<file path="config.mk">
export PLATFORM = sky130hd
export DESIGN_NAME = fpv_mul
export DESIGN_NICKNAME = d
export VERILOG_FILES = /design/src/design/fpv_mul.sv
export SDC_FILE = /design/constraint.sdc
export NUM_CORES = 2
export LEC_CHECK = 0
export ABC_AREA = 1
export BUFFER_PORTS_ARGS = -buffer_cell sky130_fd_sc_hd__buf_2
export CAP_MARGIN = 0
export CORE_AREA = 2 2 221 223
export CTS_CLUSTER_SIZE = 20
export DETAILED_ROUTE_END_ITERATION = 6
export DIE_AREA = 0 0 223 225
export PLACE_DENSITY = 0.88
export SLEW_MARGIN = 25
export SYNTH_ARGS = -nofsm -noshare
export SYNTH_HDL_FRONTEND = slang
export SYNTH_SLANG_ARGS = --single-unit
</file>
<file path="constraint.sdc">
create_clock -name clk_i -period 9.19 [get_ports clk_i]
set_clock_uncertainty 0.15 [all_clocks]
set_input_delay 0.919 -clock clk_i [delete_from_list [all_inputs] [get_ports clk_i]]
set_output_delay 0.919 -clock clk_i [all_outputs]
set_load 0.01 [all_outputs]
</file>
<file path="src/design/fpv_mul.sv">
`timescale 1ns / 1ps
// ----------------------------------------------------------------------------
// fpv_mul
// Registered fixed-point multiply: full product, arithmetic shift, wrap.
// ----------------------------------------------------------------------------
module fpv_mul #(
  parameter int unsigned W = 32,
  parameter int unsigned F = 16
) (
  input  logic                clk_i,
  input  logic                en_i,
  input  logic signed [W-1:0] a_i,
  input  logic signed [W-1:0] b_i,
  output logic signed [W-1:0] p_o
);

  logic signed [2*W-1:0]   prod;
  logic        [2*W+F-1:0] ext;
  logic signed [W-1:0]     p_q;

  assign prod = a_i * b_i;
  assign ext  = {{F{prod[2*W-1]}}, prod};

  always_ff @(posedge clk_i) begin
    if (en_i) begin
      p_q <= ext[F+W-1:F];
    end
  end

  assign p_o = p_q;

endmodule

</file>
* Yosys cells after proc, flatten, opt, wreduce, memory -nomap -nowiden
Index checks and enable logic that the tools add are counted.
** Storage, ports and cells
- Register bits :: 32
- Output and inout bits :: 32
** Operators by class
- $mul :: 1
** Operators with widths (number)
- multiplier 32 x 32 -> 48 bit :: 1

* Logic depth before layout (Yosys ltp)
- Depth in word-level cells :: 1
- Depth in mapped cells :: 34

* Worst setup path before layout
Ideal clock, no wire load.
- Kind :: input to register
- Start point :: input port a_i[31]
- End point :: register p_q[31] (netlist: p_o[31]) (data pin)
- Arrival :: 7.075 ns
- Setup slack :: 1.716 ns
- Stages on the path :: 27
- Cells stage by stage :: buf_2 > clkbuf_1 > nand2_1 > inv_1 > fa_1 > fa_1 > fa_1 > inv_1 > fa_1 > inv_1 > fa_1 > fa_1 > fa_1 > inv_1 > fa_1 > inv_1 > ha_1 > a21oi_1 > o21ai_0 > a21oi_1 > nand2_1 > a21oi_1 > nand2_1 > a21oi_1 > nand3_1 > nand2_1 > inv_1
** Between the ends
- Longest elaborated chain between the ends :: 1
** RTL lines
- from (decl) :: line 12 : input logic signed [W-1:0] a_i,
- multiplier 32 x 32 -> 48 bit :: line 21 : assign prod = a_i * b_i;
- named net prod[47] :: line 17 : logic signed [2*W-1:0] prod;
- to (signal assigned) :: line 26 : p_q <= ext[F+W-1:F];
- to (decl) :: line 19 : logic signed [W-1:0] p_q;
The timed path passes the listed nets, and every way through them passes these cells.
A chain may end at the register's enable or synchronous reset.

* Worst setup path after layout
- Start point :: input port b_i[8]
- End point :: register p_q[31] (netlist: p_o[31]) (data pin)
** Between the ends
- Longest elaborated chain between the ends :: 1
** RTL lines
- from (decl) :: line 13 : input logic signed [W-1:0] b_i,
- multiplier 32 x 32 -> 48 bit :: line 21
- named net prod[47] :: line 17
The timed path passes the listed nets, and every way through them passes these cells.

==> impl_metrics.toml <==
[global_route]
grt-ovfl-total = 0
grt_usage = 0.364
antenna_found_initial = 0
grt_pass1_vias = 28300
grt_pass1_wl_mm = 141
grt_max_degree = 33

[worst_setup_path]
crit_buf_inv = 5
slowest_stage = "buf_2"
worstSetupPathType = "in -> reg"
critPathArrivalTime_ps = 8170
cp-startpoint = "b_i[8]"
path_max_fanout = 32
slowest_delay_ps = 710
crit_family = "adder cells"
worstSetupStartpointType = "input port"
required_ps = 9080
cp_cell_sequence = "buf_2 > nand2_1 > inv_1 > fa_1 > inv_1 > fa_1 > fa_1 > fa_1 > fa_1 > fa_1 > inv_1 > fa_1 > fa_1 > xnor2_1 > xor2_1 > nand3_1 > nand2_1 > nand3_1 > nand2_1 > nand2_1 > nand2_1 > inv_1"
cp_common_cell = "fa_1"
end_kind = "register"

[worst_hold_path]
hp-class = "in -> reg"
min_from = "en_i"

[routing]
wl_per_cell_um = 18.6
wl_mm = 84.9
viasPerCell = 5.46
via_count = 24900
drc_errors = 0
drtPass1Iterations = 6
ant_nets = 0
dr.first_iter.drc_count = 1999

[clock_tree]
cts-hold-fix-buffers = 0
ctsHtreeMaxLevel = 2
max-clock-path-buffers = 2
cts_made_buffers = 5
cts_resized = 0
postCtsSetupRepairBufs = 0
root_buffer = "clkbuf_16"
path_clk_slew_ps = 50
cts.sinks = 32
cts_tree = "yes"

[logic_synthesis]
syn-num-nets = 5070
synthCells = 4003
synth_area_per_cell_um2 = 7.88
synth.top_cell.area_share = 0.532
ys_seq_area_frac = 0.0305
yosysWarnings = 0
synth_area_leaders = "fa_1 53%, inv_1 16%, nand2_1 13%, ha_1 6.5%, edfxtp_1 3.0%"
synth.distinct_cells = 40
synth_top_cell_by_area = "fa_1"
synth_seq_cells = 32
syn-cell-area_um2 = 31600

[final_layout]
area_growth_pct = 2.78
drive_above_1_share = 0.0387
finalInstanceArea_um2 = 32400
fillers = 3676
diodes = 0
largest_reg_flops = 32
fin_cells = 4565
fin_nets = 5016

[sta]
finalCritPeriodShare = 0.901
setup-tns-final_ps = 0
finalHoldViolCount = 0
rsz0062_at_grt = "false"
setup_viol = 0
post-route-min-period_ps = 8280
max_freq_mhz = 121
worst_slew_pin_slew_ps = 953
final_max_slew_viol_count = 0
slew_headroom = 0.364

[place]
dpl-instance-area_um2 = 32300
post-place-cells = 4557
place_congestion = 0.969
hpwl_mm = 70.4
numPortBuffers = 97

[floorplanning]
dieHeight_um = 225
rows = 80
die_width_um = 223
start_util = 0.664
ioPinCount = 98
die_area_um2 = 50200
core_um2 = 47500

[job]
maxCapViolations = 0

[outcome]
status = "complete, no violations"
cell type report:
type,instances,area (µm²),share of cell area
clock inverter,3,37.5,0.00116
tap,615,769,0.0237
inverter,1364,5120,0.158
clock buffer,5,125,0.00386
timing repair buffer,118,643,0.0198
multi-input combinational,2428,24800,0.764
sequential,32,961,0.0296
per-stage QoR:
step / util / setup slack [ps] / hold slack (ps)
after floorplan: - / 1720 / 881
after global placement: 0.679 / 811 / 1180
after detailed placement: 0.679 / 689 / 1180
after CTS: 0.682 / 982 / 1100
after global routing: 0.682 / 640 / 1140
final: 0.682 / 912 / 1100
metal layers:
layer / up-vias / share of wire / GRT usage
met5: - / 0 / 0
met3: 429 / 0.075 / 0.0429
li1: 10800 / - / -
met4: 0 / 0.087 / 0.259
met2: 1247 / 0.50 / 0.642
met1: 12400 / 0.33 / 0.416
final timing paths:
path,cells after the start,endpoint
setup / recovery,22,p_o[31]
hold / removal,1,p_o[1]
cells by family (layout without fill, tap and decap cells):
family | count (synthesis) | count (layout) | share of synthesized area
compound gates | 121 | 121 | 0.0219
buf+inv | 1543 | 1490 | 0.184
simple gates | 1274 | 1274 | 0.158
fa+ha+maj | 1001 | 1001 | 0.596
flops | 32 | 32 | 0.0305
xor+xnor | 32 | 32 | 0.00888
synth_stat cells:
| master | number |
|---|---|
| edfxtp_1 | 32 |
| a21o_1 | 5 |
| o21ai_1 | 6 |
| nor3_2 | 1 |
| clkbuf_1 | 149 |
| a211oi_1 | 3 |
| nand4_1 | 8 |
| and3_1 | 2 |
| nor4b_1 | 1 |
| inv_2 | 4 |
| nor4_2 | 2 |
| nor4_1 | 4 |
| o21a_1 | 2 |
| o21ai_0 | 32 |
| a31oi_1 | 9 |
| nor2_2 | 5 |
| nor3_1 | 9 |
| buf_4 | 2 |
| fa_1 | 838 |
| o21ai_2 | 1 |
| a21boi_0 | 4 |
| xor2_1 | 21 |
| inv_1 | 1360 |
| o211ai_1 | 2 |
| o21bai_2 | 2 |
| nand3b_1 | 8 |
| o31ai_1 | 1 |
| nand2_2 | 5 |
| buf_2 | 15 |
| or2_2 | 6 |
| a21oi_1 | 49 |
| ha_1 | 163 |
| nand3_1 | 48 |
| a21oi_2 | 3 |
| nor2_1 | 84 |
| o21bai_1 | 2 |
| nand2b_1 | 1 |
| buf_1 | 13 |
| nand2_1 | 1090 |
| xnor2_1 | 11 |
placed cells by master (no fill, tap or decap), drive strengths merged, types with 10 or more instances in the layout:
cell	netlist	layout
fa	838	838
ha	163	163
nor2	89	89
buf	30	118
xnor2	11	11
xor2	21	21
edfxtp	32	32
nand2	1095	1095
o21ai	39	39
nand3	48	48
nor3	10	10
inv	1364	1364
a21oi	52	52
Power is not shown: default switching activity piles up to over one toggle a cycle in this logic, so the estimate is an artifact.
