--- src/design/fpv_sqrt.sv ---
`timescale 1ns / 1ps
// ----------------------------------------------------------------------------
// fpv_sqrt
// Pipelined digit-by-digit square root of (x << F), one root bit per stage.
// Inputs that are zero or negative give zero.
// ----------------------------------------------------------------------------
module fpv_sqrt #(
  parameter int unsigned W = 32,
  parameter int unsigned F = 16
) (
  input  logic                clk_i,
  input  logic                en_i,
  input  logic signed [W-1:0] x_i,
  output logic signed [W-1:0] q_o
);

  localparam int unsigned RB = (W + F + 1) / 2;
  localparam int unsigned VB = 2 * RB;
  localparam int unsigned MB = (RB > W) ? RB : W;

  logic [RB:0]    rem_q  [RB+1];
  logic [RB-1:0]  root_q [RB+1];
  logic [VB-1:0]  v_q    [RB+1];
  logic [RB:0]    rem_d  [RB+1];
  logic [RB-1:0]  root_d [RB+1];
  logic [RB+2:0]  tmp    [RB+1];
  logic [RB+2:0]  trial  [RB+1];
  logic [MB-1:0]  wide;
  logic [W-1:0]   res_q;
  logic           pos;

  assign pos = !x_i[W-1] && (x_i != '0);

  always_comb begin
    rem_d[0]  = '0;
    root_d[0] = '0;
    tmp[0]    = '0;
    trial[0]  = '0;
    for (int j = 1; j <= RB; j++) begin
      tmp[j]   = {rem_q[j-1], v_q[j-1][VB-1:VB-2]};
      trial[j] = {1'b0, root_q[j-1], 2'b01};
      if (tmp[j] >= trial[j]) begin
        rem_d[j]  = (RB+1)'(tmp[j] - trial[j]);
        root_d[j] = {root_q[j-1][RB-2:0], 1'b1};
      end else begin
        rem_d[j]  = tmp[j][RB:0];
        root_d[j] = {root_q[j-1][RB-2:0], 1'b0};
      end
    end
  end

  assign wide = MB'(root_q[RB]);

  always_ff @(posedge clk_i) begin
    if (en_i) begin
      rem_q[0]  <= '0;
      root_q[0] <= '0;
      v_q[0]    <= pos ? VB'({x_i, {F{1'b0}}}) : '0;
      for (int j = 1; j <= RB; j++) begin
        rem_q[j]  <= rem_d[j];
        root_q[j] <= root_d[j];
        v_q[j]    <= {v_q[j-1][VB-3:0], 2'b00};
      end
      res_q <= wide[W-1:0];
    end
  end

  assign q_o = res_q;

endmodule

--- config.mk ---
export PLATFORM = sky130hd
export DESIGN_NAME = fpv_sqrt
export DESIGN_NICKNAME = d
export VERILOG_FILES = /design/src/design/fpv_sqrt.sv
export SDC_FILE = /design/constraint.sdc
export NUM_CORES = 2
export LEC_CHECK = 0
export ABC_AREA = 1
export BUFFER_PORTS_ARGS = -buffer_cell sky130_fd_sc_hd__buf_4
export CORE_ASPECT_RATIO = 0.75
export CORE_MARGIN = 2
export CORE_UTILIZATION = 65
export DETAILED_ROUTE_END_ITERATION = 8
export PLACE_DENSITY = 0.86
export SETUP_SLACK_MARGIN = 0.5
export SLEW_MARGIN = 20
export SYNTH_ARGS = -nofsm -noshare
export SYNTH_HDL_FRONTEND = slang
export SYNTH_SLANG_ARGS = --single-unit
--- constraint.sdc ---
create_clock -name clk_i -period 3.8 [get_ports clk_i]
set_input_delay 0.76 -clock clk_i [delete_from_list [all_inputs] [get_ports clk_i]]
set_output_delay 0.76 -clock clk_i [all_outputs]
set_load 0.03 [all_outputs]
# Word-level counts from Yosys, hierarchy flattened

Memory sizes are Yosys's and may differ from the RTL's. A register that Yosys moved wholly into a read port is not among the register bits.
Cells that the tools add are included.

Bits in registers: 0
Memory bits (writable): 2425
Bits of input ports: 34
Output and inout port bits: 32
Logic and storage cells: 105
Memories kept: 3

Memories:

| memory | depth | bits a word | rd ports | clocked after Yosys merged registers in | wr ports | line | source |
|---|---|---|---|---|---|---|---|
| v_q    | 25    | 48          | 24       | 0                                       | 25       | 23   | `logic [VB-1:0] v_q [RB+1];` |
| rem_q  | 25    | 25          | 24       | 0                                       | 25       | 21   | `logic [RB:0] rem_q [RB+1];` |
| root_q | 25    | 24          | 25       | 1                                       | 25       | 22   | `logic [RB-1:0] root_q [RB+1];` |

Add/subtract/negate cells: 24
Magnitude comparators: 24
Mux-type cells: 51
Reduce and logical (&&, ||, !) cells: 3

Operators by type and width:

| cell                           | count |
|---|---|
| >= comparator 27 x 26 -> 1 bit | 24 |
| 2-to-1 mux 25 bit              | 24 |
| subtractor 25 bit              | 24 |
| 2-to-1 mux 48 bit              | 1 |
| nonzero test 32 bit            | 1 |
| 2-to-1 mux 1 bit               | 26 |
| logical AND 1 bit              | 1 |
| zero test 1 bit                | 1 |

# Longest topological paths before layout

Depth in word-level cells: 3
Gate-level depth with buffers: 15
Depth with buffers taken out: 14

# Worst setup path before layout

OpenSTA, ideal clock, no wires.

Path kind: register to register
From: memory rem_q[0][25] in the netlist's numbering
To: memory rem_q[0][53] in the netlist's numbering (data pin)
Setup time: 0.254 ns
Data arrival time: 1.795 ns
Data required time: 3.546 ns
Path slack: 1.751 ns
Cell stages (with the launch flop): 11
Path buffers: 0
Clock period less this slack: 2.049 ns
Cells stage by stage: edfxtp_1 > ha_1 > a21oi_1 > nand2_1 > inv_1 > ha_1 > and2_0 > inv_1 > nand2_1 > xor2_1 > inv_1

RTL lines:

| item            | line |
|---|---|
| start, declared | 21 |

==> impl.org <==
** Power
- In this run switching power makes up 33.2% of total power.
- The worst-case IR drop observed on VDD is 0.515 mV.
- The internal power of the cells totals 0.0242 W.
- Cell area power density :: 490 nW/um^2
- Switching pwr :: 0.0120 W
- Per report_power, the combinational group accounts for 23.3% of the total.
- For this design the static power due to leakage is 35.1 nW.
- Clock network fraction of total power :: 31.2%
- Power share of the sequential group :: 45.5%

** Global route
- Via count of the first global-routing pass :: 51616
- Entering global routing, the biggest net connects 112 pins.
- For this run the aggregate overflow at the end of global routing stands at 0.
- Wire length of the first global-routing pass :: 291 mm
- Global routing used 34.9% of the available tracks across all layers.
- The initial antenna violation count came to 2.

** Synth
- In this run the mean area of a mapped cell was 8.13 um^2.
- Synth Register Bits :: 1132
- After synthesis, flip-flops and latches occupy 49.9% of the total area.
- EDFF count, synth :: 1132
- Yosys mapped the design onto 55 distinct sky130hd cell types.
- Of all cell types, the one taking the most synthesized area is edfxtp_1.
- Yosys attributes the largest share of cell area to edfxtp_1, nand2_1, inv_1.
- Synth Cell Area :: 68100 um^2
- The synthesized design devotes to its leading area cell type 49.9% of total area.
- Cell count after synthesis :: 8383
- Among all flip-flop cells after synthesis, the most frequent one is edfxtp_1.
- For this run, the number of Yosys warnings is 0.
- FFs w/ async S/R, synth :: 0%

** Routing
- Total vias in the final route :: 56506
- After detailed routing, the number of remaining DRC violations is 0.
- Iteration count of the initial detailed-routing pass :: 8
- After the first detailed-routing iteration, the DRC count stood at 7379.
- Routed length per placed instance :: 18.9 um
- Number of vias per cell after detailed routing :: 5.64
- DRT Wirelength :: 190 mm
- The detail route stage leaves a number of antenna-violating nets equal to 0.

** Timing
- Once routing completed, OpenROAD measured the worst setup slack at 0.774 ns.
- Static timing analysis puts the maximum clock frequency at 331 MHz.
- The final-report hold violation count came to 0.
- After layout, the worst path uses 79.6% of the clock period.
- Max Clock Skew :: 0.0323 ns
- Unrepaired setup endpoints after global routing :: no
- Summed over all failing endpoints, the final setup total negative slack is 0 ns.
- Rel. slew slack :: 31.9%
- Worst Tran Pin Value :: 1.01 ns
- Post-route minimum period :: 3.03 ns
- Setup violations remaining at the end of the flow were counted as 0.
- The count of pins over their slew limit came to 0.

** Hold path
- Path type of the worst min-delay path :: input pin to register
- Worst min-delay path startpoint :: x_i[10]

** Placed design
- Detailed placement ended at an HPWL of 144 mm.
- Input/output buffers :: 57
- Setup slack at placement :: 0.931 ns
- Final weighted congestion in routability-driven placement :: 1.01

** Clock network
- Clk slew on worst S/H paths :: 0.07 ns
- The number of gates resized after CTS was 0.
- The number of clock buffers added by TritonCTS is 110.
- The clock passes through at most 3 buffers.
- Sink Count :: 1132
- Clock latency on the worst-skew pair, taken at its later pin, is 0.74 ns.
- The cell sitting at the root of the clock tree is a clkbuf_16.
- The H-tree generated during clock tree synthesis spans 3 levels.
- The number of setup buffers added after CTS is 0.
- Total of hold buffers inserted after clock tree synthesis :: 0
- TritonCTS built the clock tree.

** Die
- Die height :: 284 um
- The floorplan step defined a core boundary enclosing 104000 um^2.
- Measured along the x axis, the die boundary spans 378 um.
- Pin placement for this block handled 66 I/O pins.
- The floorplan step defined a die boundary enclosing 107000 um^2.
- The initialized floorplan defines 102 standard-cell rows.
- Effective utilization at floorplan :: 65.8%

** Layout
- Net count, final :: 8872
- For this run, the share of the core covered by cells in the final layout is 71.3%.
- Counting the fill cells in the layout gives 7945.
- Of the cells placed in the final design, the portion with a size suffix greater than 1 is 5.55%.
- Relative to the synthesized area, the layout overhead comes to 8.36%.
- Leaving out fill and tap cells, the most frequent cell in the layout is nand2_1.
- Highest-count cells in the layout ignoring fill and taps :: nand2_1, inv_1, edfxtp_1

** Setup path
- Along the worst path, the maximum fanout reaches 20.
- Broken down by cell family, the worst path's largest delay share belongs to simple AND/OR/NAND/NOR gates.
- In this design, the stage delay of the slowest critical-path cell is 0.57 ns.
- The critical path in this run is classified as register to register.
- Sum of buffers and inverters on the critical path :: 5
- On the critical path, the stage with the largest delay is an instance of nor2_2.
- CP Capture Type :: register
- STA puts the critical path data arrival time at 3.47 ns.
- Crit-path cells :: inv_1 > ha_1 > nand2_1 > inv_1 > nand2_1 > nand2_1 > inv_1 > nand3_1 > nand2_1 > inv_1 > nor2_2 > buf_12 > o21ai_0
- Tracing the worst setup path back leads to its startpoint at root_q[20][7].
- Launching point of the worst reg2reg path :: root_q[20][7]
- Setup slack on the worst reg-to-reg path comes out at 0.77 ns.
- The worst setup path is launched from a register.
- At the worst endpoint, the required time is 4.25 ns.

** Run status
- Result of the run :: completed

** Job
- Max-cap check violation count :: 0
[flip-flops by register name, indices dropped and copies added, names as in the netlist]
register / count
root_q: 300
rem_q: 536
q_o: 24
v_q: 272
[layer usage]
layer  routed length, um  up-vias  GRT usage (%)
li1                    -    26923              -
met1               85400    26135           55.6
met2               76100     3110           48.2
met3               24000      338           8.12
met4                4010        0           7.40
met5                   0        -              0
[synth_stat cells, types with 4 or more instances]
| cell type | number |
|---|---|
| a21oi_2 | 45 |
| or2_2 | 16 |
| nand3_2 | 9 |
| nor2_2 | 34 |
| buf_4 | 34 |
| nor3_1 | 62 |
| and2_1 | 13 |
| edfxtp_1 | 1132 |
| nand3b_1 | 82 |
| nand3_1 | 510 |
| xor2_1 | 121 |
| ha_1 | 310 |
| nand4_1 | 122 |
| o21ai_2 | 13 |
| o21ai_1 | 57 |
| inv_1 | 1576 |
| fa_1 | 7 |
| o21bai_1 | 7 |
| nand2_2 | 24 |
| nand2_1 | 2984 |
| inv_2 | 24 |
| xnor2_1 | 66 |
| o21ai_0 | 100 |
| buf_2 | 15 |
| a21oi_1 | 234 |
| nor2_4 | 12 |
| nor3b_1 | 19 |
| a21boi_0 | 4 |
| buf_6 | 26 |
| nor2_1 | 672 |
| clkbuf_1 | 7 |
| o211ai_1 | 6 |
| nor4_1 | 4 |
[kinds of logic (layout without fill, tap and decap cells)]
| group | count (synthesis) | in the layout | share of synthesized area [%] |
|---|---|---|---|
| AOI/OAI and AO/OA | 478 | 478 | 3.98 |
| xor gates and xnor gates | 188 | 188 | 2.43 |
| adders and majority gates | 317 | 317 | 5.90 |
| buffers and inverters | 1686 | 1909 | 9.80 |
| DFF | 1132 | 1132 | 49.9 |
| other | 1 | 12 | 0.00550 |
| and+or+nand+nor | 4581 | 4581 | 28.0 |
[final cells by class]
| class | count | area (um^2) | area share, % |
|---|---|---|---|
| inverter | 1604 | 6030 | 8.16 |
| timing repair buffer | 99 | 863 | 1.17 |
| clock buffer | 124 | 2830 | 3.83 |
| multi-input combinational | 5574 | 27500 | 37.3 |
| clock inverter | 82 | 857 | 1.16 |
| tap | 1404 | 1760 | 2.38 |
| antenna | 2 | 5.00 | 0.00678 |
| sequential | 1132 | 34000 | 46.0 |
[metrics by stage]
step                power (W)  hold slack (ns)  instances  area (um^2)
detailed placement     0.0247            0.405       9813        70100
global route           0.0377            0.378      10019        73800
global placement       0.0245            0.400       9813        70100
finish                 0.0362            0.400      10021        73800
floorplan              0.0219            0.400       8392        68200
CTS                    0.0359            0.358      10019        73800
[worst register-to-register path: stages, from the launching register on]
cell and delay [ns]:
edfxtp_1 0.40, inv_1 0.06, ha_1 0.34, nand2_1 0.12
inv_1 0.07, nand2_1 0.06, nand2_1 0.12, inv_1 0.09
nand3_1 0.26, nand2_1 0.19, inv_1 0.06, nor2_2 0.57
buf_12 0.24, o21ai_0 0.16
[path summary, 6_finish.rpt]
path,end,depth (start not counted)
hold / removal,v_q[0][26],2
setup reg to reg,rem_q[2][129],13
hold reg to reg,v_q[7][30],0
setup / recovery,rem_q[2][129],13
[power groups by stage]
stage / clock network [W] / logic (W) / registers, W
5_1_grt: 0.0118 / 0.00938 / 0.0165
6_report: 0.0113 / 0.00842 / 0.0165
2_1_floorplan: 0 / 0.00576 / 0.0161
3_3_place_gp: 0 / 0.00786 / 0.0166
4_1_cts: 0.0114 / 0.00816 / 0.0164
3_5_place_dp: 0 / 0.00805 / 0.0167
No activity file was read; power rests on OpenSTA's default activity.
