--- src/design/fpv_dly.sv ---
`timescale 1ns / 1ps
// ----------------------------------------------------------------------------
// fpv_dly
// Enable-gated shift line that carries a word along the pipeline.
// ----------------------------------------------------------------------------
module fpv_dly #(
  parameter int unsigned WIDTH = 32,
  parameter int unsigned DEPTH = 4
) (
  input  logic             clk_i,
  input  logic             en_i,
  input  logic [WIDTH-1:0] d_i,
  output logic [WIDTH-1:0] q_o
);

  logic [WIDTH-1:0] sr_q [DEPTH];

  always_ff @(posedge clk_i) begin
    if (en_i) begin
      sr_q[0] <= d_i;
      for (int i = 1; i < DEPTH; i++) begin
        sr_q[i] <= sr_q[i-1];
      end
    end
  end

  assign q_o = sr_q[DEPTH-1];

endmodule

--- config.mk ---
export PLATFORM = sky130hd
export DESIGN_NAME = fpv_dly
export DESIGN_NICKNAME = d
export VERILOG_FILES = /design/src/design/fpv_dly.sv
export SDC_FILE = /design/constraint.sdc
export NUM_CORES = 1
export LEC_CHECK = 0
export BUFFER_PORTS_ARGS = -buffer_cell sky130_fd_sc_hd__buf_4
export CORE_MARGIN = 5
export CORE_UTILIZATION = 40
export CTS_BUF_LIST = sky130_fd_sc_hd__clkbuf_8
export CTS_CLUSTER_SIZE = 28
export DETAILED_ROUTE_END_ITERATION = 10
export SKIP_LAST_GASP = 1
export SLEW_MARGIN = 20
export SYNTH_ARGS = -nofsm -noshare
export SYNTH_HDL_FRONTEND = slang
export SYNTH_SLANG_ARGS = --single-unit
--- constraint.sdc ---
create_clock -name clk_i -period 0.8 [get_ports clk_i]
set_input_delay 0.16 -clock clk_i [delete_from_list [all_inputs] [get_ports clk_i]]
set_output_delay 0.16 -clock clk_i [all_outputs]
set_load 0.005 [all_outputs]
---- Word level (Yosys, flattened, before mapping) ----
Memory sizes are Yosys's and may differ from the RTL's.
Cells that the tools add are included.
operators by class
  mux-type cells .......................... 2
operator list
  operator  number
  $mux W1   2
storage, ports and cells
  register bits ........................... 0
  RAM bits ................................ 128
  input port bits ......................... 34
  word-level logic and storage cells ...... 3
  memories kept ........................... 1
memories
  name  words  width  rd ports  clocked after Yosys merged registers in  write ports  line  text
  sr_q  4      32     4         0                                        4            16    logic [WIDTH-1:0] sr_q [DEPTH];

---- Logic depth before layout (Yosys ltp) ----
Gate-level depths: netlist of run 1.
  depth in word-level cells ............... 2
  gate-level depth with buffers ........... 0
  gate-level depth less buffers ........... 0

---- Least setup slack after synthesis of run 1 ----
OpenSTA, ideal clock, no wires.
  path kind ............................... register to register
  start ................................... memory sr_q[0][0]
  end ..................................... memory sr_q[1][0], data pin
  setup time .............................. 266 ps
  data arrival time ....................... 323 ps
  required time ........................... 534 ps
  slack ................................... 211 ps
  stages on the path, launching flop included .. 1
  cell sequence ........................... edfxtp_1
RTL lines
  item             line
  start, declared  16

==> results by group, run 1 <==
Yosys
  • Synth cell types: 1
  • Mapped Nets: 162
  • Post-Syn Area: 0.00384 mm²
  • Post-synth top area share: 1.00
  • Sequential area share after synthesis: 1.00
  • Avg Cell Area, Syn: ~30 µm²
  • Gate Count Post-Synth: around 130
  • Yosys warning count: 0
  • Top post-synthesis cells by area: edfxtp_1
  • Yosys top cell by area: edfxtp_1
  • Seq cells post-synth: about 130

Cells and area
  • Post-route insts no fill: 389
  • Top reg by flops: sr_q
  • Multi-input combinational cell area: 0 µm²
  • Multi-input gates: 0
  • Number of flip-flops in the largest register: between 100 and 150
  • NumNets Final: ~280
  • ANT cells: 0
  • Share of cells above drive strength 1: 0.373
  • Leading registers by flop count: sr_q: 128 flops
  • Layout area overhead: 38.2%
  • Final core occ: 0.572

STA
  • Rel. slew slack: 0.836
  • Final Hold Vio Count: 0
  • Fin crit share: 1.37
  • Min setup slack post-route: -0.298 ns
  • Max-slew violation count: 0
  • Setup Skew: 0.00674 ns
  • Pin slew with the least headroom to its limit: 0.246 ns
  • Setup violators final: 32
  • Final min period: between 1 and 1.5 ns
  • Peak Freq: between 0.9 and 1 GHz
  • RSZ-0062 raised after global routing: true

Clock tree
  • Root buf cell: clkbuf_8
  • Worst-skew pair later-pin latency: ~0.40 ns
  • Maximum clock path buffer count: 2
  • CTS clk-pin slew, worst paths: ~0.070 ns
  • Num CTS Buffers: 17
  • TritonCTS clock tree: built
  • H-tree depth: 4
  • Post-CTS Setup Inserts: 0
  • CTS Sinks: about 130

Floorplanning
  • I/O pin total: 66
  • CORE AREA: a little over 0.009 mm²
  • Die W: 108 µm
  • Die footprint: 0.0117 mm²
  • # rows: 35
  • Initial core utilization: 0.414
  • Chip height: around 110 µm

Global routing
  • Pin count of the biggest net entering global routing: 48
  • First-pass GRT wire length: around 8.3 mm
  • Vias in the first global route: roughly 1700
  • GRT Resource Usage Total: 0.0994
  • Gr ovfl total: 0
  • Initial antenna violation count: 0

Worst setup path
  • Crit path buffers/inverters: 1
  • Critical path class: flip-flop to output port
  • Crit path required time: between 0.6 and 0.7 ns
  • CP max-delay cell: edfxtp_1
  • Worst path top cell family by delay: flip-flops
  • Worst stage delay on the critical path: between 0.3 and 0.4 ns
  • Maximum fanout along the worst path: 1
  • Crit path DAT: 0.94 ns
  • Element type at the critical path end: output port
  • Worst setup SP type: flip-flop
  • Worst-path cell chain: buf_4

Route
  • DR WL/cell: 13.5 µm
  • DR vias/cell: roughly 4.1
  • DRC Markers: 0
  • Routed WL: 5.23 mm
  • DR pass1 iterations: 4
  • Antenna-violating nets left: 0
  • First DRT Iteration DRCs: 54
  • Via count: about 1600

Flow run
  • Max Cap Violations: 0

Placed design
  • IO Port Bufs: 65
  • Place WS: -0.116 ns
  • Detailed Place HPWL: roughly 2.9 mm
  • Placed cell count: 327
  • Final RePlAce weighted congestion: slightly above 0.7

Hold path
  • Worst hold path type: input port to flip-flop

Outcome
  • Failing checks: negative setup slack
  • Status: finished with violations

Power and ir drop
  • Pleak: around 1.9 nW
  • Worst vdd rail ir drop: around 1.2 mV
  • Pwr dens: around 2700 mW/mm²
## layout by cell type, fill, tap and decap left out
cell type	netlist	layout
buf_12	0	2
buf_4	0	61
buf_6	0	7
bufinv_16	0	4
clkbuf_8	0	17
clkinv_1	0	1
clkinv_2	0	2
clkinv_4	0	2
clkinvlp_4	0	2
dlygate4sd3_1	0	32
edfxtp_1	128	128
inv_1	0	2
## cell type report
cell class            count  area (µm²)
fill                    717        3970
sequential              128        3840
timing repair buffer    102         897
clock buffer             17         234
clock inverter           13         174
tap                     129         161
## where the power goes
part	internal (mW)	switching (mW)
logic	0.345	0.219
registers	7.90	0.110
clock network	3.32	2.25
## per-stage QoR
| step | hold slack, ns | power [mW] | instance area [µm²] | setup TNS [ns] |
|---|---|---|---|---|
| after global routing | 0.109 | 14.7 | 5310 | -10.64 |
| after CTS | 0.114 | 14.3 | 5290 | -9.97 |
| after global placement | 0.338 | 8.56 | 4560 | -10.49 |
| after floorplan | 0.259 | 8.13 | 3840 | 0 |
| after detailed placement | 0.339 | 8.59 | 4560 | -12.10 |
| final | 0.134 | 14.1 | 5310 | -8.65 |
## repair_timing
| action | in CTS | in global routing |
|---|---|---|
| endpoints found under the hold margin | 32 | 0 |
| endpoints found under the setup margin | 32 | 32 |
| resized for setup | 1 | 6 |
| hold buffers | 32 | 0 |
## cells by family after synthesis
kind of cell / after synthesis / share of synthesized area
DFF: 128 / 1.00
## layer usage
layer / up-vias / global-route usage / wire length, µm
met4: 0 / 0.0658 / 122
met3: 11 / 0.0376 / 339
met1: 785 / 0.115 / 2100
met5: - / 0 / 0
met2: 52 / 0.155 / 2670
li1: 766 / - / -
## cells in the mapped netlist
cell,n
edfxtp_1,128
## final timing paths
kind / from / end / slack (ns) / depth (start not counted)
min reg2reg: sr_q[0][11] / sr_q[1][11] / 0.41 / 0
max: sr_q[3][20] / q_o[20] / -0.30 / 1
max reg2reg: sr_q[2][12] / sr_q[3][12] / 0.14 / 0
min: en_i / sr_q[0][29] / 0.13 / 2
Note: power is estimated with default switching activity, not from simulation.
==> run 2, diff against run 1 <==
--- a/config.mk
+++ b/config.mk
@@ -11,6 +11,8 @@
 export CTS_BUF_LIST = sky130_fd_sc_hd__clkbuf_8
 export CTS_CLUSTER_SIZE = 28
 export DETAILED_ROUTE_END_ITERATION = 10
+export REMOVE_ABC_BUFFERS = 1
+export SETUP_SLACK_MARGIN = 0.2
 export SKIP_LAST_GASP = 1
 export SLEW_MARGIN = 20
 export SYNTH_ARGS = -nofsm -noshare
==> results by group, run 2 (synthesized netlist as in run 1, its figures left out) <==
Cells and area
  • Most common cell after layout, fill and taps aside: edfxtp_1 (unchanged)
  • Top reg by flops: sr_q (unchanged)
  • Share of cells above drive strength 1: 0.425 (was 0.373)
  • Leading registers by flop count: sr_q: 128 flops (unchanged)
  • NumNets Final: 251 (was 283)
  • Post-Layout Inst Area: 0.00499 mm² (was 0.00531 mm²)
  • Multi-input gates: 0 (unchanged)
  • Number of flip-flops in the largest register: 128 (unchanged)
  • Most frequent cells in the layout: edfxtp_1, buf_4, clkbuf_8, buf_6, bufinv_16 (was edfxtp_1, buf_4, dlygate4sd3_1, clkbuf_8, buf_6)
  • ANT cells: 0 (unchanged)
  • Multi-input combinational cell area: 0 µm² (unchanged)
  • Layout area overhead: 29.8% (was 38.2%)

Worst setup path
  • Worst setup SP type: flip-flop (unchanged)
  • Crit path buffers/inverters: 1 (unchanged)
  • CP max-delay cell: edfxtp_1 (unchanged)
  • Crit path DAT: 0.94 ns (about the same)
  • Worst path top cell family by delay: flip-flops (unchanged)
  • Maximum fanout along the worst path: 1 (unchanged)
  • Critical path class: flip-flop to output port (unchanged)
  • Crit path required time: 0.64 ns (about the same)
  • Worst-path cell chain: buf_6 (was buf_4)
  • Worst stage delay on the critical path: 0.40 ns (was 0.39 ns)
  • Element type at the critical path end: output port (unchanged)

Flow run
  • Max Cap Violations: 0 (unchanged)

Route
  • Routed WL: 4.79 mm (was 5.23 mm)
  • DR WL/cell: 13.4 µm (was 13.5 µm)
  • DR vias/cell: 4.13 (was 4.15)
  • Antenna-violating nets left: 0 (unchanged)
  • DRC Markers: 0 (unchanged)
  • DR pass1 iterations: 4 (unchanged)
  • First DRT Iteration DRCs: 72 (was 54)
  • Via count: 1474 (was 1614)

Floorplanning
  • I/O pin total: 66 (unchanged)
  • CORE AREA: 0.00928 mm² (unchanged)
  • Die W: 108 µm (unchanged)
  • # rows: 35 (unchanged)
  • Chip height: 108 µm (unchanged)
  • Die footprint: 0.0117 mm² (unchanged)
  • Initial core utilization: 0.414 (unchanged)

Clock tree
  • Root buf cell: clkbuf_8 (unchanged)
  • CTS Sinks: 128 (unchanged)
  • H-tree depth: 4 (unchanged)
  • Num CTS Buffers: 17 (unchanged)
  • Maximum clock path buffer count: 2 (unchanged)
  • Worst-skew pair later-pin latency: 0.40 ns (about the same)
  • CTS clk-pin slew, worst paths: 0.07 ns (about the same)
  • TritonCTS clock tree: built (unchanged)
  • Post-CTS Setup Inserts: 0 (unchanged)

Power and ir drop
  • Switching Fraction: 0.181 (was 0.182)
  • Pleak: 1.81 nW (was 1.95 nW)
  • Sw power: 2.54 mW (was 2.58 mW)
  • Pwr dens: 2810 mW/mm² (was 2660 mW/mm²)
  • Worst vdd rail ir drop: 1.29 mV (was 1.16 mV)
  • Sequential share of power: 0.572 (was 0.566)
  • P_int: 11.5 mW (was 11.6 mW)
  • Comb power frac: 0.031 (was 0.040)
  • Clk pwr share: 0.397 (was 0.394)

STA
  • Pin slew with the least headroom to its limit: 0.246 ns (about the same)
  • Fin crit share: 1.37 (about the same)
  • Hold WS: -0.0733 ns (was 0.134 ns)
  • Peak Freq: 0.911 GHz (was 0.910 GHz)
  • Setup violators final: 32 (unchanged)
  • Min setup slack post-route: -0.298 ns (about the same)
  • RSZ-0062 raised after global routing: true (unchanged)
  • Final min period: 1.10 ns (about the same)
  • Final Hold Vio Count: 32 (was 0)
  • Rel. slew slack: 0.836 (about the same)
  • Max-slew violation count: 0 (unchanged)
  • Setup Skew: 0.00754 ns (was 0.00674 ns)
  • Setup TNS: -8.64 ns (was -8.65 ns)

Global routing
  • GRT Resource Usage Total: 0.0898 (was 0.0994)
  • Gr ovfl total: 0 (unchanged)
  • First-pass GRT wire length: 7.43 mm (was 8.35 mm)
  • Pin count of the biggest net entering global routing: 48 (unchanged)
  • Initial antenna violation count: 0 (unchanged)
  • Vias in the first global route: 1498 (was 1722)

Placed design
  • Final RePlAce weighted congestion: 0.713 (unchanged)
  • Detailed Place HPWL: 2.88 mm (unchanged)
  • IO Port Bufs: 65 (unchanged)
  • Area after DPL: 0.00456 mm² (unchanged)

Hold path
  • Worst hold path type: input port to flip-flop (unchanged)

Outcome
  • Status: finished with violations (unchanged)
  • Failing checks: negative hold slack, negative setup slack (was negative setup slack)
==> run 2: cell count changes in the layout (fill, tap and decap cells not counted) <==
cell | before | now
dlygate4sd3_1 | 32 | 0
==> run 2: path summary, 6_finish.rpt <==
check                   start     endpoint  slack, ns  cells after the start
setup reg to reg  sr_q[2][12]  sr_q[3][12]       0.14                      0
setup / recovery  sr_q[3][31]      q_o[31]      -0.30                      1
hold reg to reg   sr_q[0][11]  sr_q[1][11]       0.41                      0
hold / removal        d_i[13]  sr_q[0][13]      -0.07                      1
==> run 2: cell type report <==
class,count,area [µm²]
timing repair buffer,70,577
tap,129,161
fill,752,4290
clock inverter,13,174
sequential,128,3840
clock buffer,17,234
==> run 2: routing by layer <==
metal	global-route usage	wire (µm)
met1	0.108	1980
met2	0.131	2360
met3	0.0376	348
met4	0.0622	100
met5	0	0
==> run 2: through the flow <==
stage | std cells | hold WS (ns) | utilization | power, mW | setup slack [ns]
finish | 357 | -0.0733 | 0.537 | 14.0 | -0.298
global route | 357 | -0.110 | 0.537 | 14.6 | -0.365
CTS | 357 | -0.108 | 0.535 | 14.2 | -0.344
detailed placement | 327 | 0.339 | 0.491 | 8.59 | -0.116
global placement | 327 | 0.338 | 0.491 | 8.56 | -0.103
floorplan | 128 | 0.259 | - | 8.13 | 0.211
==> run 2: repair_timing <==
action	CTS	global route
setup endpoints to repair	123	128
endpoints found under the hold margin	32	32
gates resized for setup	1	6
==> run 2: power groups by stage <==
stage                     sequential [mW]  clock [mW]  combinational (mW)
after floorplan                      8.13           0                   0
after global placement               8.13           0               0.427
after detailed placement             8.15           0               0.436
after CTS                            8.01        5.75               0.438
after global routing                 8.05        6.04               0.473
final                                8.01        5.56               0.433
==> run 3, diff against run 2 <==
--- a/config.mk
+++ b/config.mk
@@ -11,6 +11,7 @@
 export CTS_BUF_LIST = sky130_fd_sc_hd__clkbuf_8
 export CTS_CLUSTER_SIZE = 28
 export DETAILED_ROUTE_END_ITERATION = 10
+export GPL_TIMING_DRIVEN = 0
 export REMOVE_ABC_BUFFERS = 1
 export SETUP_SLACK_MARGIN = 0.2
 export SKIP_LAST_GASP = 1
==> results by group, run 3 (synthesized netlist as in run 1, its figures left out) <==
Floorplanning
  • Initial core utilization: 0.414 (unchanged)
  • Die footprint: 0.0117 mm² (unchanged)
  • # rows: 35 (unchanged)
  • I/O pin total: 66 (unchanged)
  • Die W: 108 µm (unchanged)
  • CORE AREA: 0.00928 mm² (unchanged)
  • Chip height: 108 µm (unchanged)

Global routing
  • First-pass GRT wire length: 7.29 mm (was 7.43 mm)
  • Gr ovfl total: 0 (unchanged)
  • Met1 usage: 0.0956 (was 0.108)
  • GRT Resource Usage Total: 0.0876 (was 0.0898)
  • Met3 Usage GRT: 0.0424 (was 0.0376)
  • Initial antenna violation count: 0 (unchanged)
  • GRT Max-Usage Layer: met2 (unchanged)
  • GR Util met2: 0.136 (was 0.131)
  • Pin count of the biggest net entering global routing: 46 (was 48)
  • Vias in the first global route: 1495 (was 1498)

Placed design
  • IO Port Bufs: 65 (unchanged)
  • Placed cell count: 323 (was 327)
  • Detailed Place HPWL: 2.54 mm (was 2.88 mm)
  • Final RePlAce weighted congestion: 0.670 (was 0.713)
  • Place WS: -0.491 ns (was -0.116 ns)
  • Area after DPL: 0.00452 mm² (was 0.00456 mm²)

Worst setup path
  • CP max-delay cell: edfxtp_1 (unchanged)
  • Crit path required time: 0.64 ns (about the same)
  • R2R Setup Slk: 0.16 ns (was 0.14 ns)
  • Levels on crit path: 1 (unchanged)
  • Worst stage delay on the critical path: 0.42 ns (was 0.40 ns)
  • Worst setup SP type: flip-flop (unchanged)
  • Worst-path cell chain: buf_6 (unchanged)
  • Critical path class: flip-flop to output port (unchanged)
  • Crit path buffers/inverters: 1 (unchanged)
  • Reg2Reg Depth: 0 (unchanged)
  • Worst path top cell family by delay: flip-flops (unchanged)
  • Maximum fanout along the worst path: 1 (unchanged)
  • Crit path DAT: 0.96 ns (was 0.94 ns)
  • Element type at the critical path end: output port (unchanged)

Clock tree
  • CTS clk-pin slew, worst paths: 0.07 ns (about the same)
  • TritonCTS clock tree: built (unchanged)
  • Post-CTS Setup Inserts: 0 (unchanged)
  • H-tree depth: 4 (unchanged)
  • CTS Sinks: 128 (unchanged)
  • Maximum clock path buffer count: 2 (unchanged)
  • Num CTS Buffers: 17 (unchanged)
  • Root buf cell: clkbuf_8 (unchanged)
  • Worst-skew pair later-pin latency: 0.41 ns (was 0.40 ns)

Power and ir drop
  • Sw power: 2.66 mW (was 2.54 mW)
  • Comb power frac: 0.032 (was 0.031)
  • Pwr dens: 2730 mW/mm² (was 2810 mW/mm²)
  • Clk pwr share: 0.377 (was 0.397)
  • Tot Pwr: 13.6 mW (was 14.0 mW)
  • Sequential share of power: 0.590 (was 0.572)
  • Pleak: 1.79 nW (was 1.81 nW)
  • Switching Fraction: 0.196 (was 0.181)
  • P_int: 10.9 mW (was 11.5 mW)
  • Worst vdd rail ir drop: 1.32 mV (was 1.29 mV)

STA
  • Hold WS: -0.0771 ns (was -0.0733 ns)
  • Setup TNS: -8.63 ns (was -8.64 ns)
  • RSZ-0062 raised after global routing: true (unchanged)
  • Min setup slack post-route: -0.317 ns (was -0.298 ns)
  • Fin crit share: 1.40 (was 1.37)
  • Pin slew with the least headroom to its limit: 0.239 ns (was 0.246 ns)
  • Rel. slew slack: 0.841 (was 0.836)
  • Max-slew violation count: 0 (unchanged)
  • Final Hold Vio Count: 32 (unchanged)
  • Setup Skew: 0.00841 ns (was 0.00754 ns)
  • Final min period: 1.12 ns (was 1.10 ns)
  • Setup violators final: 32 (unchanged)
  • Peak Freq: 0.895 GHz (was 0.911 GHz)

Cells and area
  • Layout area overhead: 29.2% (was 29.8%)
  • Most common cell after layout, fill and taps aside: edfxtp_1 (unchanged)
  • ANT cells: 0 (unchanged)
  • Multi-input gates: 0 (unchanged)
  • Most frequent cells in the layout: edfxtp_1, buf_4, clkbuf_8, buf_6, clkinv_2 (was edfxtp_1, buf_4, clkbuf_8, buf_6, bufinv_16)
  • Post-Layout Inst Area: 0.00497 mm² (was 0.00499 mm²)
  • Top reg by flops: sr_q (unchanged)
  • NumNets Final: 248 (was 251)
  • Number of flip-flops in the largest register: 128 (unchanged)
  • Multi-input combinational cell area: 0 µm² (unchanged)
  • Share of cells above drive strength 1: 0.427 (was 0.425)
  • Final core occ: 0.535 (was 0.537)
  • Post-route insts no fill: 356 (was 357)
  • Leading registers by flop count: sr_q: 128 flops (unchanged)

Route
  • DR pass1 iterations: 4 (unchanged)
  • Via count: 1470 (was 1474)
  • First DRT Iteration DRCs: 50 (was 72)
  • Antenna-violating nets left: 0 (unchanged)
  • Routed WL: 4.61 mm (was 4.79 mm)
  • DRC Markers: 0 (unchanged)
  • DR vias/cell: 4.13 (about the same)
  • DR WL/cell: 12.9 µm (was 13.4 µm)

Outcome
  • Failing checks: negative hold slack, negative setup slack (unchanged)
  • Status: finished with violations (unchanged)

Hold path
  • Worst hold path type: input port to flip-flop (unchanged)
  • Worst Hold Depth: 1 (unchanged)

Flow run
  • Max Cap Violations: 0 (unchanged)
[run 3: cell count changes in the layout (fill, tap and decap cells not counted)]
| cell | before | now |
|---|---|---|
| clkinvlp_4 | 2 | 3 |
| buf_12 | 2 | 1 |
| buf_4 | 61 | 57 |
| buf_16 | 0 | 2 |
| bufinv_16 | 4 | 2 |
| clkinv_2 | 2 | 4 |
| inv_6 | 0 | 2 |
| inv_1 | 2 | 1 |
[run 3: cell type report]
type,instances,area [µm²]
fillers,731,4320
flip-flops and latches,128,3840
repair buffers,67,582
clock buffers,17,234
well taps,129,161
clock inverters,15,145
[run 3: timing repair]
| action | in CTS | in global routing |
|---|---|---|
| resized for setup | 7 | 3 |
| gates cloned | 1 | 0 |
| setup endpoints to repair | 214 | 127 |
| hold endpoints to repair | 32 | 32 |
[run 3: power by group through the flow]
| stage | Combinational (mW) | Sequential (mW) | Clock, mW |
|---|---|---|---|
| after global placement | 0.390 | 8.13 | 0 |
| after detailed placement | 0.416 | 8.15 | 0 |
| final | 0.440 | 8.00 | 5.11 |
| after floorplan | 0 | 8.13 | 0 |
| after global routing | 0.478 | 8.04 | 5.61 |
| after CTS | 0.448 | 8.01 | 5.31 |
[run 3: worst paths after layout]
check | from | endpoint
setup / recovery | sr_q[3][20] | q_o[20]
hold / removal | d_i[2] | sr_q[0][2]
setup reg to reg | sr_q[1][13] | sr_q[2][13]
hold reg to reg | sr_q[0][25] | sr_q[1][25]
[run 3: metal layers]
| metal | wire [µm] | part of all wire | vias up |
|---|---|---|---|
| met2 | 2380 | 0.52 | 55 |
| met3 | 372 | 0.081 | 5 |
| met5 | 0 | 0 | - |
| li1 | - | - | 698 |
| met4 | 53 | 0.011 | 0 |
| met1 | 1810 | 0.39 | 712 |
